<file path="config.mk">
export PLATFORM = sky130hd
export DESIGN_NAME = searchable_circular_fifo
export DESIGN_NICKNAME = d
export VERILOG_FILES = /design/src/sv/scf_pkg.sv /design/src/sv/scf_front.sv /design/src/sv/scf_back.sv /design/src/sv/searchable_circular_fifo.sv
export SDC_FILE = /design/constraint.sdc
export NUM_CORES = 1
export LEC_CHECK = 0
export ABC_AREA = 0
export BUFFER_PORTS_ARGS = -buffer_cell sky130_fd_sc_hd__buf_2
export CORE_MARGIN = 4
export CORE_UTILIZATION = 45
export CTS_BUF_LIST = sky130_fd_sc_hd__clkbuf_16
export CTS_CLUSTER_DIAMETER = 120
export DETAILED_ROUTE_END_ITERATION = 16
export HOLD_SLACK_MARGIN = 0.15
export PLACE_DENSITY = 0.57
export SYNTH_ARGS = -nofsm -noshare
export SYNTH_HDL_FRONTEND = slang
export SYNTH_SLANG_ARGS = --single-unit
export TNS_END_PERCENT = 5
</file>
<file path="constraint.sdc">
create_clock -name clk -period 10.65 [get_ports clk]
set_clock_uncertainty 0.2 [all_clocks]
set_input_delay 2.13 -clock clk [delete_from_list [all_inputs] [get_ports clk]]
set_output_delay 2.13 -clock clk [all_outputs]
set_load 0.01 [all_outputs]
</file>
<file path="src/sv/scf_pkg.sv">
package scf_pkg;

	// Default geometry of the queue
	localparam int SCF_DEPTH      = 16;
	localparam int SCF_DATA_WIDTH = 32;

	// Fixed port widths of the data fields, and the widened word used for zero extension
	localparam int DATA_IO_W = 32;
	localparam int WIDE_W    = 64;

	// Command codes on the command port
	localparam logic [1:0] CMD_ADD    = 2'd0;
	localparam logic [1:0] CMD_DELETE = 2'd1;
	localparam logic [1:0] CMD_SEARCH = 2'd2;

	// Depth of the command queue between front and back
	localparam int QUEUE_DEPTH = 2;
	localparam int QPTR_W      = $clog2(QUEUE_DEPTH);
	localparam int QCNT_W      = $clog2(QUEUE_DEPTH + 1);

	// Classified operation
	typedef enum logic [1:0] {
		OP_ADD    = 2'd0,
		OP_DELETE = 2'd1,
		OP_SEARCH = 2'd2,
		OP_IGNORE = 2'd3
	} op_t;

	// Command handed from front to back
	typedef struct packed {
		op_t                  op;
		logic [DATA_IO_W-1:0] data;
	} cmd_t;

endpackage

</file>
<file path="src/sv/scf_front.sv">
module scf_front
	import scf_pkg::*;
(
	input  logic                        clk,
	input  logic                        arst_n,
	input  logic                        cmd_valid,
	output logic                        cmd_ready,
	input  logic [1:0]                  command,
	input  logic signed [DATA_IO_W-1:0] data_in,
	output logic                        fb_valid,
	input  logic                        fb_ready,
	output cmd_t                        fb_cmd
);

	cmd_t              ent_q [QUEUE_DEPTH];
	logic [QPTR_W-1:0] wr_ptr_q;
	logic [QPTR_W-1:0] rd_ptr_q;
	logic [QCNT_W-1:0] cnt_q;
	cmd_t              cls_cmd;
	logic              push;
	logic              pop;

	// Classify the incoming command
	always_comb begin
		cls_cmd.data = data_in;
		case (command)
			CMD_ADD:    cls_cmd.op = OP_ADD;
			CMD_DELETE: cls_cmd.op = OP_DELETE;
			CMD_SEARCH: cls_cmd.op = OP_SEARCH;
			default:    cls_cmd.op = OP_IGNORE;
		endcase
	end

	assign cmd_ready = (cnt_q != QCNT_W'(QUEUE_DEPTH));
	assign push      = cmd_valid && cmd_ready;
	assign fb_valid  = (cnt_q != '0);
	assign pop       = fb_valid && fb_ready;
	assign fb_cmd    = ent_q[rd_ptr_q];

	// Hold classified commands until the back takes them
	always_ff @(posedge clk) begin
		if (push) begin
			ent_q[wr_ptr_q] <= cls_cmd;
		end
	end

	// Advance queue pointers and occupancy
	always_ff @(posedge clk or negedge arst_n) begin
		if (!arst_n) begin
			wr_ptr_q <= '0;
			rd_ptr_q <= '0;
			cnt_q    <= '0;
		end else begin
			if (push) begin
				wr_ptr_q <= wr_ptr_q + QPTR_W'(1);
			end
			if (pop) begin
				rd_ptr_q <= rd_ptr_q + QPTR_W'(1);
			end
			case ({push, pop})
				2'b10:   cnt_q <= cnt_q + QCNT_W'(1);
				2'b01:   cnt_q <= cnt_q - QCNT_W'(1);
				default: cnt_q <= cnt_q;
			endcase
		end
	end

endmodule

</file>
<file path="src/sv/scf_back.sv">
module scf_back
	import scf_pkg::*;
#(
	parameter int DEPTH      = SCF_DEPTH,
	parameter int DATA_WIDTH = SCF_DATA_WIDTH
) (
	input  logic                            clk,
	input  logic                            arst_n,
	input  logic                            fb_valid,
	output logic                            fb_ready,
	input  cmd_t                            fb_cmd,
	output logic                            res_valid,
	input  logic                            res_ready,
	output logic signed [DATA_IO_W-1:0]     data_out,
	output logic                            found,
	output logic [$clog2(DEPTH+1)-1:0]      found_slot,
	output logic [$clog2(DEPTH+1)-1:0]      entry_count,
	output logic                            is_empty,
	output logic                            is_full,
	output logic                            refused
);

	localparam int SLOT_W = $clog2(DEPTH + 1);
	localparam int ADDR_W = $clog2(DEPTH);

	typedef enum logic [3:0] {
		ST_IDLE = 4'b0001,
		ST_DEL  = 4'b0010,
		ST_SCAN = 4'b0100,
		ST_OUT  = 4'b1000
	} state_t;

	state_t                state_q;
	logic [SLOT_W-1:0]     head_q;
	logic [SLOT_W-1:0]     tail_q;
	logic [SLOT_W-1:0]     count_q;
	logic [SLOT_W-1:0]     iss_slot_q;
	logic [SLOT_W-1:0]     rd_slot_q;
	logic [SLOT_W-1:0]     left_q;
	logic [DATA_WIDTH-1:0] key_q;
	logic [DATA_IO_W-1:0]  data_out_q;
	logic                  found_q;
	logic [SLOT_W-1:0]     fslot_q;
	logic                  refused_q;

	logic [DATA_WIDTH-1:0] mem [DEPTH];
	logic [DATA_WIDTH-1:0] rdata_q;

	logic                  mem_we;
	logic                  mem_re;
	logic [ADDR_W-1:0]     waddr;
	logic [ADDR_W-1:0]     raddr;
	logic [WIDE_W-1:0]     wide_in;
	logic [WIDE_W-1:0]     wide_out;
	logic [DATA_WIDTH-1:0] value;
	logic [SLOT_W-1:0]     new_tail;
	logic                  q_full;
	logic                  q_empty;
	logic                  match;

	// Slot after s, wrapping from DEPTH back to 1
	function automatic logic [SLOT_W-1:0] next_slot(input logic [SLOT_W-1:0] s);
		return (s >= SLOT_W'(DEPTH)) ? SLOT_W'(1) : s + SLOT_W'(1);
	endfunction

	assign wide_in  = WIDE_W'(fb_cmd.data);
	assign value    = wide_in[DATA_WIDTH-1:0];
	assign wide_out = WIDE_W'(rdata_q);
	assign q_full   = (count_q == SLOT_W'(DEPTH));
	assign q_empty  = (count_q == '0);
	assign new_tail = (head_q == '0) ? SLOT_W'(1) : next_slot(tail_q);
	assign match    = (rdata_q == key_q);
	assign fb_ready = (state_q == ST_IDLE);

	// Drive the slot memory ports
	always_comb begin
		mem_we = 1'b0;
		mem_re = 1'b0;
		waddr  = ADDR_W'(new_tail - SLOT_W'(1));
		raddr  = ADDR_W'(head_q - SLOT_W'(1));
		case (state_q)
			ST_IDLE: begin
				if (fb_valid) begin
					case (fb_cmd.op)
						OP_ADD:    mem_we = !q_full;
						OP_DELETE: mem_re = !q_empty;
						OP_SEARCH: mem_re = !q_empty;
						default:   ;
					endcase
				end
			end
			ST_SCAN: begin
				if (!match && (left_q != '0)) begin
					mem_re = 1'b1;
					raddr  = ADDR_W'(iss_slot_q - SLOT_W'(1));
				end
			end
			default: ;
		endcase
	end

	// Slot memory with registered read
	always_ff @(posedge clk) begin
		if (mem_we) begin
			mem[waddr] <= value;
		end
		if (mem_re) begin
			rdata_q <= mem[raddr];
		end
	end

	// Execute commands and hold the result until taken
	always_ff @(posedge clk or negedge arst_n) begin
		if (!arst_n) begin
			state_q    <= ST_IDLE;
			head_q     <= '0;
			tail_q     <= '0;
			count_q    <= '0;
			iss_slot_q <= '0;
			rd_slot_q  <= '0;
			left_q     <= '0;
			key_q      <= '0;
			data_out_q <= '0;
			found_q    <= 1'b0;
			fslot_q    <= '0;
			refused_q  <= 1'b0;
		end else begin
			case (state_q)
				ST_IDLE: begin
					if (fb_valid) begin
						data_out_q <= '0;
						found_q    <= 1'b0;
						fslot_q    <= '0;
						refused_q  <= 1'b0;
						state_q    <= ST_OUT;
						case (fb_cmd.op)
							OP_ADD: begin
								if (q_full) begin
									refused_q <= 1'b1;
								end else begin
									if (head_q == '0) begin
										head_q <= SLOT_W'(1);
									end
									tail_q  <= new_tail;
									count_q <= count_q + SLOT_W'(1);
								end
							end
							OP_DELETE: begin
								if (q_empty) begin
									refused_q <= 1'b1;
								end else begin
									state_q <= ST_DEL;
									if (head_q == tail_q) begin
										head_q <= '0;
										tail_q <= '0;
									end else begin
										head_q <= next_slot(head_q);
									end
									count_q <= count_q - SLOT_W'(1);
								end
							end
							OP_SEARCH: begin
								if (!q_empty) begin
									state_q    <= ST_SCAN;
									key_q      <= value;
									rd_slot_q  <= head_q;
									iss_slot_q <= next_slot(head_q);
									left_q     <= count_q - SLOT_W'(1);
								end
							end
							default: ;
						endcase
					end
				end
				ST_DEL: begin
					// Pick up the head word read on the way in
					data_out_q <= wide_out[DATA_IO_W-1:0];
					state_q    <= ST_OUT;
				end
				ST_SCAN: begin
					// Compare one slot per cycle while the next read is in flight
					if (match) begin
						found_q <= 1'b1;
						fslot_q <= rd_slot_q;
						state_q <= ST_OUT;
					end else if (left_q == '0) begin
						state_q <= ST_OUT;
					end else begin
						rd_slot_q  <= iss_slot_q;
						iss_slot_q <= next_slot(iss_slot_q);
						left_q     <= left_q - SLOT_W'(1);
					end
				end
				ST_OUT: begin
					if (res_ready) begin
						state_q <= ST_IDLE;
					end
				end
				default: state_q <= ST_IDLE;
			endcase
		end
	end

	assign res_valid   = (state_q == ST_OUT);
	assign data_out    = data_out_q;
	assign found       = found_q;
	assign found_slot  = fslot_q;
	assign entry_count = count_q;
	assign is_empty    = q_empty;
	assign is_full     = q_full;
	assign refused     = refused_q;

endmodule

</file>
<file path="src/sv/searchable_circular_fifo.sv">
// Searchable circular FIFO of DEPTH words in slots 1..DEPTH. Each command (add, delete,
// search) yields exactly one result with the status after the command; an add on a full
// queue or a delete on an empty one is refused and flagged. A two-entry command queue
// accepts new commands while the execution side works. An add, a refused command or an
// ignored code goes from idle straight to the result state; a delete passes through a
// state that picks up the head word read on the way in; a search on a nonempty queue
// compares the entries from the head until a match or the last entry. The slot memory's
// single registered read port sets the scan at one slot per cycle, and one command is
// executed at a time.
module searchable_circular_fifo
	import scf_pkg::*;
#(
	parameter int DEPTH      = SCF_DEPTH,
	parameter int DATA_WIDTH = SCF_DATA_WIDTH
) (
	input  logic                            clk,
	input  logic                            arst_n,
	input  logic                            cmd_valid,
	output logic                            cmd_ready,
	input  logic [1:0]                      command,
	input  logic signed [DATA_IO_W-1:0]     data_in,
	output logic                            res_valid,
	input  logic                            res_ready,
	output logic signed [DATA_IO_W-1:0]     data_out,
	output logic                            found,
	output logic [$clog2(DEPTH+1)-1:0]      found_slot,
	output logic [$clog2(DEPTH+1)-1:0]      entry_count,
	output logic                            is_empty,
	output logic                            is_full,
	output logic                            refused
);

	logic fb_valid;
	logic fb_ready;
	cmd_t fb_cmd;

	// Accept and classify commands
	scf_front u_front (
		.clk       (clk),
		.arst_n    (arst_n),
		.cmd_valid (cmd_valid),
		.cmd_ready (cmd_ready),
		.command   (command),
		.data_in   (data_in),
		.fb_valid  (fb_valid),
		.fb_ready  (fb_ready),
		.fb_cmd    (fb_cmd)
	);

	// Execute commands against the slot memory
	scf_back #(
		.DEPTH      (DEPTH),
		.DATA_WIDTH (DATA_WIDTH)
	) u_back (
		.clk         (clk),
		.arst_n      (arst_n),
		.fb_valid    (fb_valid),
		.fb_ready    (fb_ready),
		.fb_cmd      (fb_cmd),
		.res_valid   (res_valid),
		.res_ready   (res_ready),
		.data_out    (data_out),
		.found       (found),
		.found_slot  (found_slot),
		.entry_count (entry_count),
		.is_empty    (is_empty),
		.is_full     (is_full),
		.refused     (refused)
	);

endmodule

</file>
== Word-level counts from Yosys, hierarchy flattened ==
Memory sizes are Yosys's and may differ from the RTL's. A register that Yosys moved wholly into a read port is not among the register bits.
Cells that the tools add are included.

* Add/sub/neg operators: 13
* Magnitude comparators: 3
* Bitwise operators: 1
* Equality and inequality tests: 26
* Multiplexer cells: 67
* Reduce and logical (&&, ||, !) cells: 27

{| class="wikitable"
|+ Operator list
! kind !! count
|-
| 5-bit two-way mux || 29
|-
| 5-bit one-hot mux with 2 select lines || 7
|-
| 32-bit one-hot mux with 2 select lines || 1
|-
| 32-bit == test || 1
|-
| 32-bit two-way mux || 1
|-
| 4-bit two-way mux || 8
|-
| 5-bit by 1-bit adder with 5-bit output (second input constant) || 4
|-
| 6-bit AND reduction || 3
|-
| 4-bit one-hot mux with 4 select lines || 1
|-
| 5-bit greater-or-equal comparator (second input constant) || 3
|-
| 5-bit zero test || 3
|-
| 1-bit two-way mux || 14
|-
| 2-bit by 1-bit != test with 1-bit output (second input constant) || 6
|-
| 2-bit != test (second input constant) || 6
|-
| 4-bit by 1-bit subtractor with 4-bit output (second input constant) || 3
|-
| 2-bit nonzero test || 5
|-
| 5-bit by 1-bit subtractor with 5-bit output (second input constant) || 2
|-
| 4-bit one-hot mux with 2 select lines || 1
|-
| 2-bit by 1-bit == test with 1-bit output (second input constant) || 3
|-
| 2-bit == test (second input constant) || 3
|-
| 1-bit one-hot mux with 2 select lines || 3
|-
| 2-bit one-hot mux with 3 select lines || 1
|-
| 3-bit AND reduction || 2
|-
| 5-bit == test || 1
|-
| 19 further kinds || 26
|}

* Word-level logic and storage cells: 154
* Bits in writable memories: 580
* Output and inout bits: 48
* Flip-flop bits (word level): 109
* Input port bits: 38
* Memories kept: 2

{| class="wikitable"
|+ Memories
! memory !! words !! bits a word !! read ports !! clocked after memory_dff !! wr ports !! line !! text
|-
| u_back.mem || 16 || 32 || 1 || 1 || 1 || scf_back.sv:46 || <nowiki>logic [DATA_WIDTH-1:0] mem [DEPTH];</nowiki>
|-
| u_front.ent_q || 2 || 34 || 1 || 0 || 1 || scf_front.sv:15 || <nowiki>cmd_t ent_q [QUEUE_DEPTH];</nowiki>
|}

== Depth between registers and ports, before layout ==
* Depth in word-level cells: 7
* Depth in mapped cells: 11
* Gate-level depth less buffers: 10

== Cells and area by module ==
Synthesis repeated with hierarchy kept, for this count alone.

* Cell total of the unflattened synthesis: 1734
* Area total of the unflattened synthesis: 28549.9 um^2

{| class="wikitable"
|+ Modules (own cells, without submodules)
! module !! times used !! cells each !! area each (um^2)
|-
| scf_back || 1 || 1609 || 25869.8
|-
| scf_front || 1 || 125 || 2680.1
|}

== Worst setup path after synthesis ==
OpenSTA, ideal clock, no wires.

* Kind: reg2reg
* Start: register u_front.rd_ptr_q
* End: memory u_back.mem[11][0] in the netlist's numbering, enable pin
* Setup time: 501 ps
* Path buffers: 2
* Cell stages (with the launch flop): 9
* Arrival: 4937 ps
* Slack: 5012 ps
* Path through: dfrtp_1 -> clkbuf_1 -> clkbuf_1 -> mux2i_1 -> ha_1 -> nand3_1 -> nor2_1 -> nand2_1 -> nor4_1

* Word-level cells in the longest chain between the ends: 7

{| class="wikitable"
|+ Ends and longest elaborated chain
! item !! line !! text
|-
| start: declaration || scf_front.sv:17 || <nowiki>logic [QPTR_W-1:0] rd_ptr_q;</nowiki>
|-
| start signal: assignment || scf_front.sv:58 || <nowiki>rd_ptr_q <= rd_ptr_q + QPTR_W'(1);</nowiki>
|-
| memory 2 x 34 bit || - ||
|-
| 2-bit zero test || scf_back.sv:84 || <nowiki>case (fb_cmd.op)</nowiki>
|-
| 1-bit two-way mux || scf_back.sv:84 ||
|-
| 1-bit two-way mux || scf_back.sv:83 || <nowiki>if (fb_valid) begin</nowiki>
|-
| 1-bit two-way mux || scf_back.sv:81 || <nowiki>case (state_q)</nowiki>
|-
| 1-bit two-way mux || scf_back.sv:104 || <nowiki>if (mem_we) begin</nowiki>
|-
| 1-bit two-way mux (not written as such) || scf_back.sv:105 || <nowiki>mem[waddr] <= value;</nowiki>
|-
| end: declaration || scf_back.sv:46 ||
|}

No other way between the ends.

== Worst setup path in the final report ==
* Start: register u_back.rdata_q[23], read port of u_back.mem
* End: register u_back.rdata_q[30], read port of u_back.mem, data pin

* Word-level cells in the longest chain between the ends: 5
* Elaborated cells between the ends (all ways): 7

{| class="wikitable"
|+ Ends and longest elaborated chain
! item !! line !! text
|-
| start: declaration || scf_back.sv:47 || <nowiki>logic [DATA_WIDTH-1:0] rdata_q;</nowiki>
|-
| 32-bit == test (*) || scf_back.sv:72 || <nowiki>assign match = (rdata_q == key_q);</nowiki>
|-
| 1-bit zero test (*) || scf_back.sv:93 || <nowiki>if (!match && (left_q != '0)) begin</nowiki>
|-
| 1-bit logical AND (*) || scf_back.sv:93 ||
|-
| 1-bit two-way mux / 4-bit two-way mux (equally long branches) || scf_back.sv:93 ||
|-
| 1-bit one-hot mux with 2 select lines / 4-bit two-way mux (equally long branches) || scf_back.sv:81 ||
|}

Every way passes the cells marked *; elsewhere a longest branch is shown, timed or not.
A chain may end at the register's enable or synchronous reset.

==> impl_metrics.py <==
metrics = {
    "worst_setup_path": {
        "path_max_fanout": 18,
        "worst-path-buf-inv": 2,
        "rrSetupSlack_ps": 5620,
        "critPathSlowestCell": "nor4_1",
        "critPathLaunch": "u_back.rdata_q[23]$_DFFE_PP_",
        "crit_cells": 10,
        "worst_path_dominant_cell_family": "simple AND/OR/NAND/NOR gates",
        "worst-setup-path-type": "reg2reg",
        "reg2reg_from": "u_back.rdata_q[23]$_DFFE_PP_",
        "endpoint": "u_back.rdata_q[30]$_DFFE_PP_",
        "path_cells": "xor2_1, nor4_1, nand4_1, o31ai_2, buf_4, mux2_2, nand2_1, buf_4, o22ai_1, or4_1",
        "cp_slowest_stage_delay_ps": 840,
        "crit_top_cell": "buf_4",
        "reg2regPathDepth": 10,
        "critPathCaptureType": "flip-flop",
        "start_kind": "flip-flop",
        "crit_arrival_ps": 5180,
        "required_ps": 10800,
        "rr_endpoint": "u_back.rdata_q[30]$_DFFE_PP_",
    },
    "floorplan": {
        "die_x_um": 259,
        "core_mm2": 0.0621,
        "num_rows": 91,
        "die_y_um": 259,
        "dieArea_mm2": 0.0671,
        "ios": 86,
        "start_util_pct": 45.7,
    },
    "min_path": {
        "min_path_type": "reg2reg",
        "hp-start": "u_back.found_slot[0]$_DFFE_PN0P_",
    },
    "yosys": {
        "synth.net_count": 1790,
        "ys_types": 45,
        "yosys.area_share.adder_pct": 0.706,
        "synth-seq-cells": 721,
        "ys_warn_count": 0,
        "syn-instance-count": 1736,
        "synth_seq_area_share_pct": 74.5,
        "syn_area_mm2": 0.0283,
        "synth-compound-area-share_pct": 4.84,
        "synth_mux_area_share_pct": 12.0,
        "synthSimpleGateAreaFrac_pct": 4.45,
        "synthXorXnorAreaFrac_pct": 1.88,
        "syn_avg_cell_area_um2": 16.3,
        "synth_top_family_by_area": "multiplexers",
    },
    "route": {
        "num_vias": 15600,
        "wl_met2_mm": 34.9,
        "drt_iter0_markers": 1320,
        "top_layer_used": "met4",
        "wl_met1_mm": 30.6,
        "drcViolationCount": 0,
        "postRouteAntennaNets": 0,
        "wl_mm": 71.7,
        "via_per_inst": 5.66,
        "dr_wl_met3_mm": 3.84,
        "dr.pass1.iters": 5,
        "avgRoutedWirePerCell_um": 26.1,
    },
    "timing": {
        "slew_headroom_pct": 15.5,
        "max_freq_mhz": 199,
        "fin_crit_sh_pct": 47.3,
        "hold_viol_final": 0,
        "fin_crit_ps": 5030,
        "rsz0062_at_grt": "no",
        "finalSetupViolations": 0,
        "finalMaxSlewViolations": 0,
        "worstMarginPinSlew_ps": 1250,
        "fin_setup_tns_ps": 0,
    },
    "clocking": {
        "clk_path_buf_depth": 3,
        "cts_tree": "done",
        "numCtsBuffers": 78,
        "clk_latency_ps": 620,
        "cts_setup_buffers": 0,
        "clkSlewWorstSetupHoldPaths_ps": 60,
        "cts-htree-levels": 3,
        "cts_resized": 0,
        "cts_num_sinks": 721,
        "cts-hold-fix-buffers": 0,
        "cts_root_buffer": "clkbuf_16",
    },
    "placement": {
        "placed_cell_area_mm2": 0.0299,
        "placed_cells": 2605,
        "place.gp.congestion": 0.783,
        "place.port_buffers": 85,
        "dpl.hpwl_mm": 37.2,
    },
    "final_layout": {
        "area_growth_pct": 14.3,
        "seqCellArea_mm2": 0.0211,
        "nFillCells": 5064,
        "layout_common_cells": "edfxtp_1, mux2i_1, o22ai_1, nand2_1, dfrtp_1",
        "multi_input_area_mm2": 0.00694,
        "drive_above_1_share_pct": 17.0,
        "post-route-util_pct": 52.2,
        "diodes": 0,
        "final_common_cell": "edfxtp_1",
        "final_nets": 1902,
        "fin_area_mm2": 0.0324,
        "instances_no_fill": 2751,
    },
    "power": {
        "peakVddDrop_v": 0.000164,
        "switchingPower_mw": 3.13,
        "p_total_mw": 9.39,
        "power_density_mw_per_mm2": 290,
        "seq_power_share_pct": 42.8,
        "switching_share_pct": 33.3,
        "cell_internal_pwr_mw": 6.26,
        "clkPwrFrac_pct": 27.8,
        "comb_power_share_pct": 29.4,
        "leakage_nw": 12.6,
    },
    "run_status": {
        "status": "finished clean",
    },
    "global_route": {
        "overflow": 0,
        "grt_pass1_wl_mm": 104,
        "grt_usage_pct": 21.2,
        "grt_start_max_net_pins": 133,
        "antenna_found_initial": 0,
        "grt_pass1_vias": 15600,
    },
    "run": {
        "maxCapViolCount": 0,
    },
}
flip-flops by register name, summed over array words and instances (netlist names):
name	cells
u_back.data_out	32
u_back.entry_count	5
u_back.found	1
u_back.found_slot	5
u_back.head_q	5
u_back.iss_slot_q	5
u_back.key_q	32
u_back.left_q	5
u_back.mem	512
u_back.rd_slot_q	5
u_back.rdata_q	32
u_back.refused	1
u_back.state_q	4
u_back.tail_q	5
u_front.cnt_q	2
u_front.ent_q	68
u_front.rd_ptr_q	1
u_front.wr_ptr_q	1
cell usage after synthesis (all sizes together):
cell | count | area [µm²]
mux2i | 267 | 2670
o41ai | 4 | 35.0
a311oi | 1 | 8.76
nor2b | 1 | 6.26
clkbuf | 39 | 146
dfstp | 1 | 26.3
a221o | 1 | 10.0
nand3 | 16 | 80.1
or2 | 2 | 12.5
nor3 | 10 | 50.1
xor2 | 48 | 420
or3 | 3 | 18.8
nand4b | 1 | 8.76
and3 | 1 | 6.26
nand2b | 7 | 43.8
nor4 | 10 | 62.6
buf | 50 | 243
nor4b | 2 | 17.5
a21o | 2 | 15.0
nor2 | 47 | 176
edfxtp | 612 | 18400
nor3b | 1 | 7.51
o21ai | 56 | 280
a32o | 2 | 20.0
ha | 16 | 200
o22ai | 130 | 813
xnor2 | 13 | 114
a31o | 1 | 8.76
a21oi | 15 | 75.1
o32a | 1 | 10.0
a31oi | 7 | 43.8
or4 | 32 | 240
o211ai | 1 | 7.51
a22o | 1 | 8.76
nand2 | 130 | 488
nand4 | 5 | 31.3
mux2 | 65 | 732
a22oi | 2 | 15.0
inv | 21 | 78.8
o31ai | 2 | 20.0
and2 | 2 | 12.5
dfrtp | 108 | 2700
worst min-delay path by stage:
| stage | cells past startpoint | slack, ps | endpoint |
|---|---|---|---|
| 6_report | 2 | 280 | u_back.found_slot[0]$_DFFE_PN0P_ |
| 5_1_grt | 2 | 310 | u_back.found_slot[1]$_DFFE_PN0P_ |
| 4_1_cts | 2 | 290 | u_back.found_slot[1]$_DFFE_PN0P_ |
| 3_5_place_dp | 2 | 280 | u_back.found_slot[1]$_DFFE_PN0P_ |
| 3_3_place_gp | 2 | 260 | u_back.found_slot[3]$_DFFE_PN0P_ |
| 2_1_floorplan | 1 | 260 | u_front.cnt_q[1]$_DFFE_PN0P_ |
layer usage:
layer / global-route usage [%] / vias up
met5: 0 / -
met4: 7.14 / 0
met3: 3.49 / 153
met2: 35.1 / 473
met1: 28.9 / 8002
li1: - / 6931
stage by stage:
stage / hold slack [ps] / worst slack, ps
final: 282 / 5620
after global routing: 313 / 5470
after CTS: 290 / 5630
after detailed placement: 278 / 5640
after global placement: 263 / 5620
after floorplan: 259 / 5010
worst reg2reg max path, cell delays in order (launching register included):
cell	delay [ps]
edfxtp_1	440
xor2_1	190
nor4_1	850
nand4_1	270
o31ai_2	310
buf_4	290
mux2_2	410
nand2_1	640
buf_4	510
o22ai_1	160
or4_1	520
cell families (layout without fill, tap and decap cells):
logic type / Yosys count / after routing
flops: 721 / 721
compound gates: 226 / 226
simple gates: 270 / 270
mux: 332 / 332
fa+ha+maj: 16 / 16
buf+inv: 110 / 288
xor+xnor: 61 / 61
final cells by class:
| cell class | instances | area share (%) |
|---|---|---|
| sequential | 721 | 65.1 |
| multi-input combinational | 905 | 21.4 |
| clock buffer | 83 | 6.41 |
| tap | 837 | 3.23 |
| timing repair buffer | 121 | 2.24 |
| clock inverter | 63 | 1.31 |
| inverter | 21 | 0.243 |
power by group through the flow:
stage,sequential (mW),clock (mW),combinational [mW]
after floorplan,4.01,0,1.80
after global placement,4.06,0,2.72
after detailed placement,4.08,0,2.77
after CTS,4.02,2.66,2.78
after global routing,4.06,2.78,2.97
final,4.02,2.61,2.76
No activity file was read; power rests on OpenSTA's default activity.
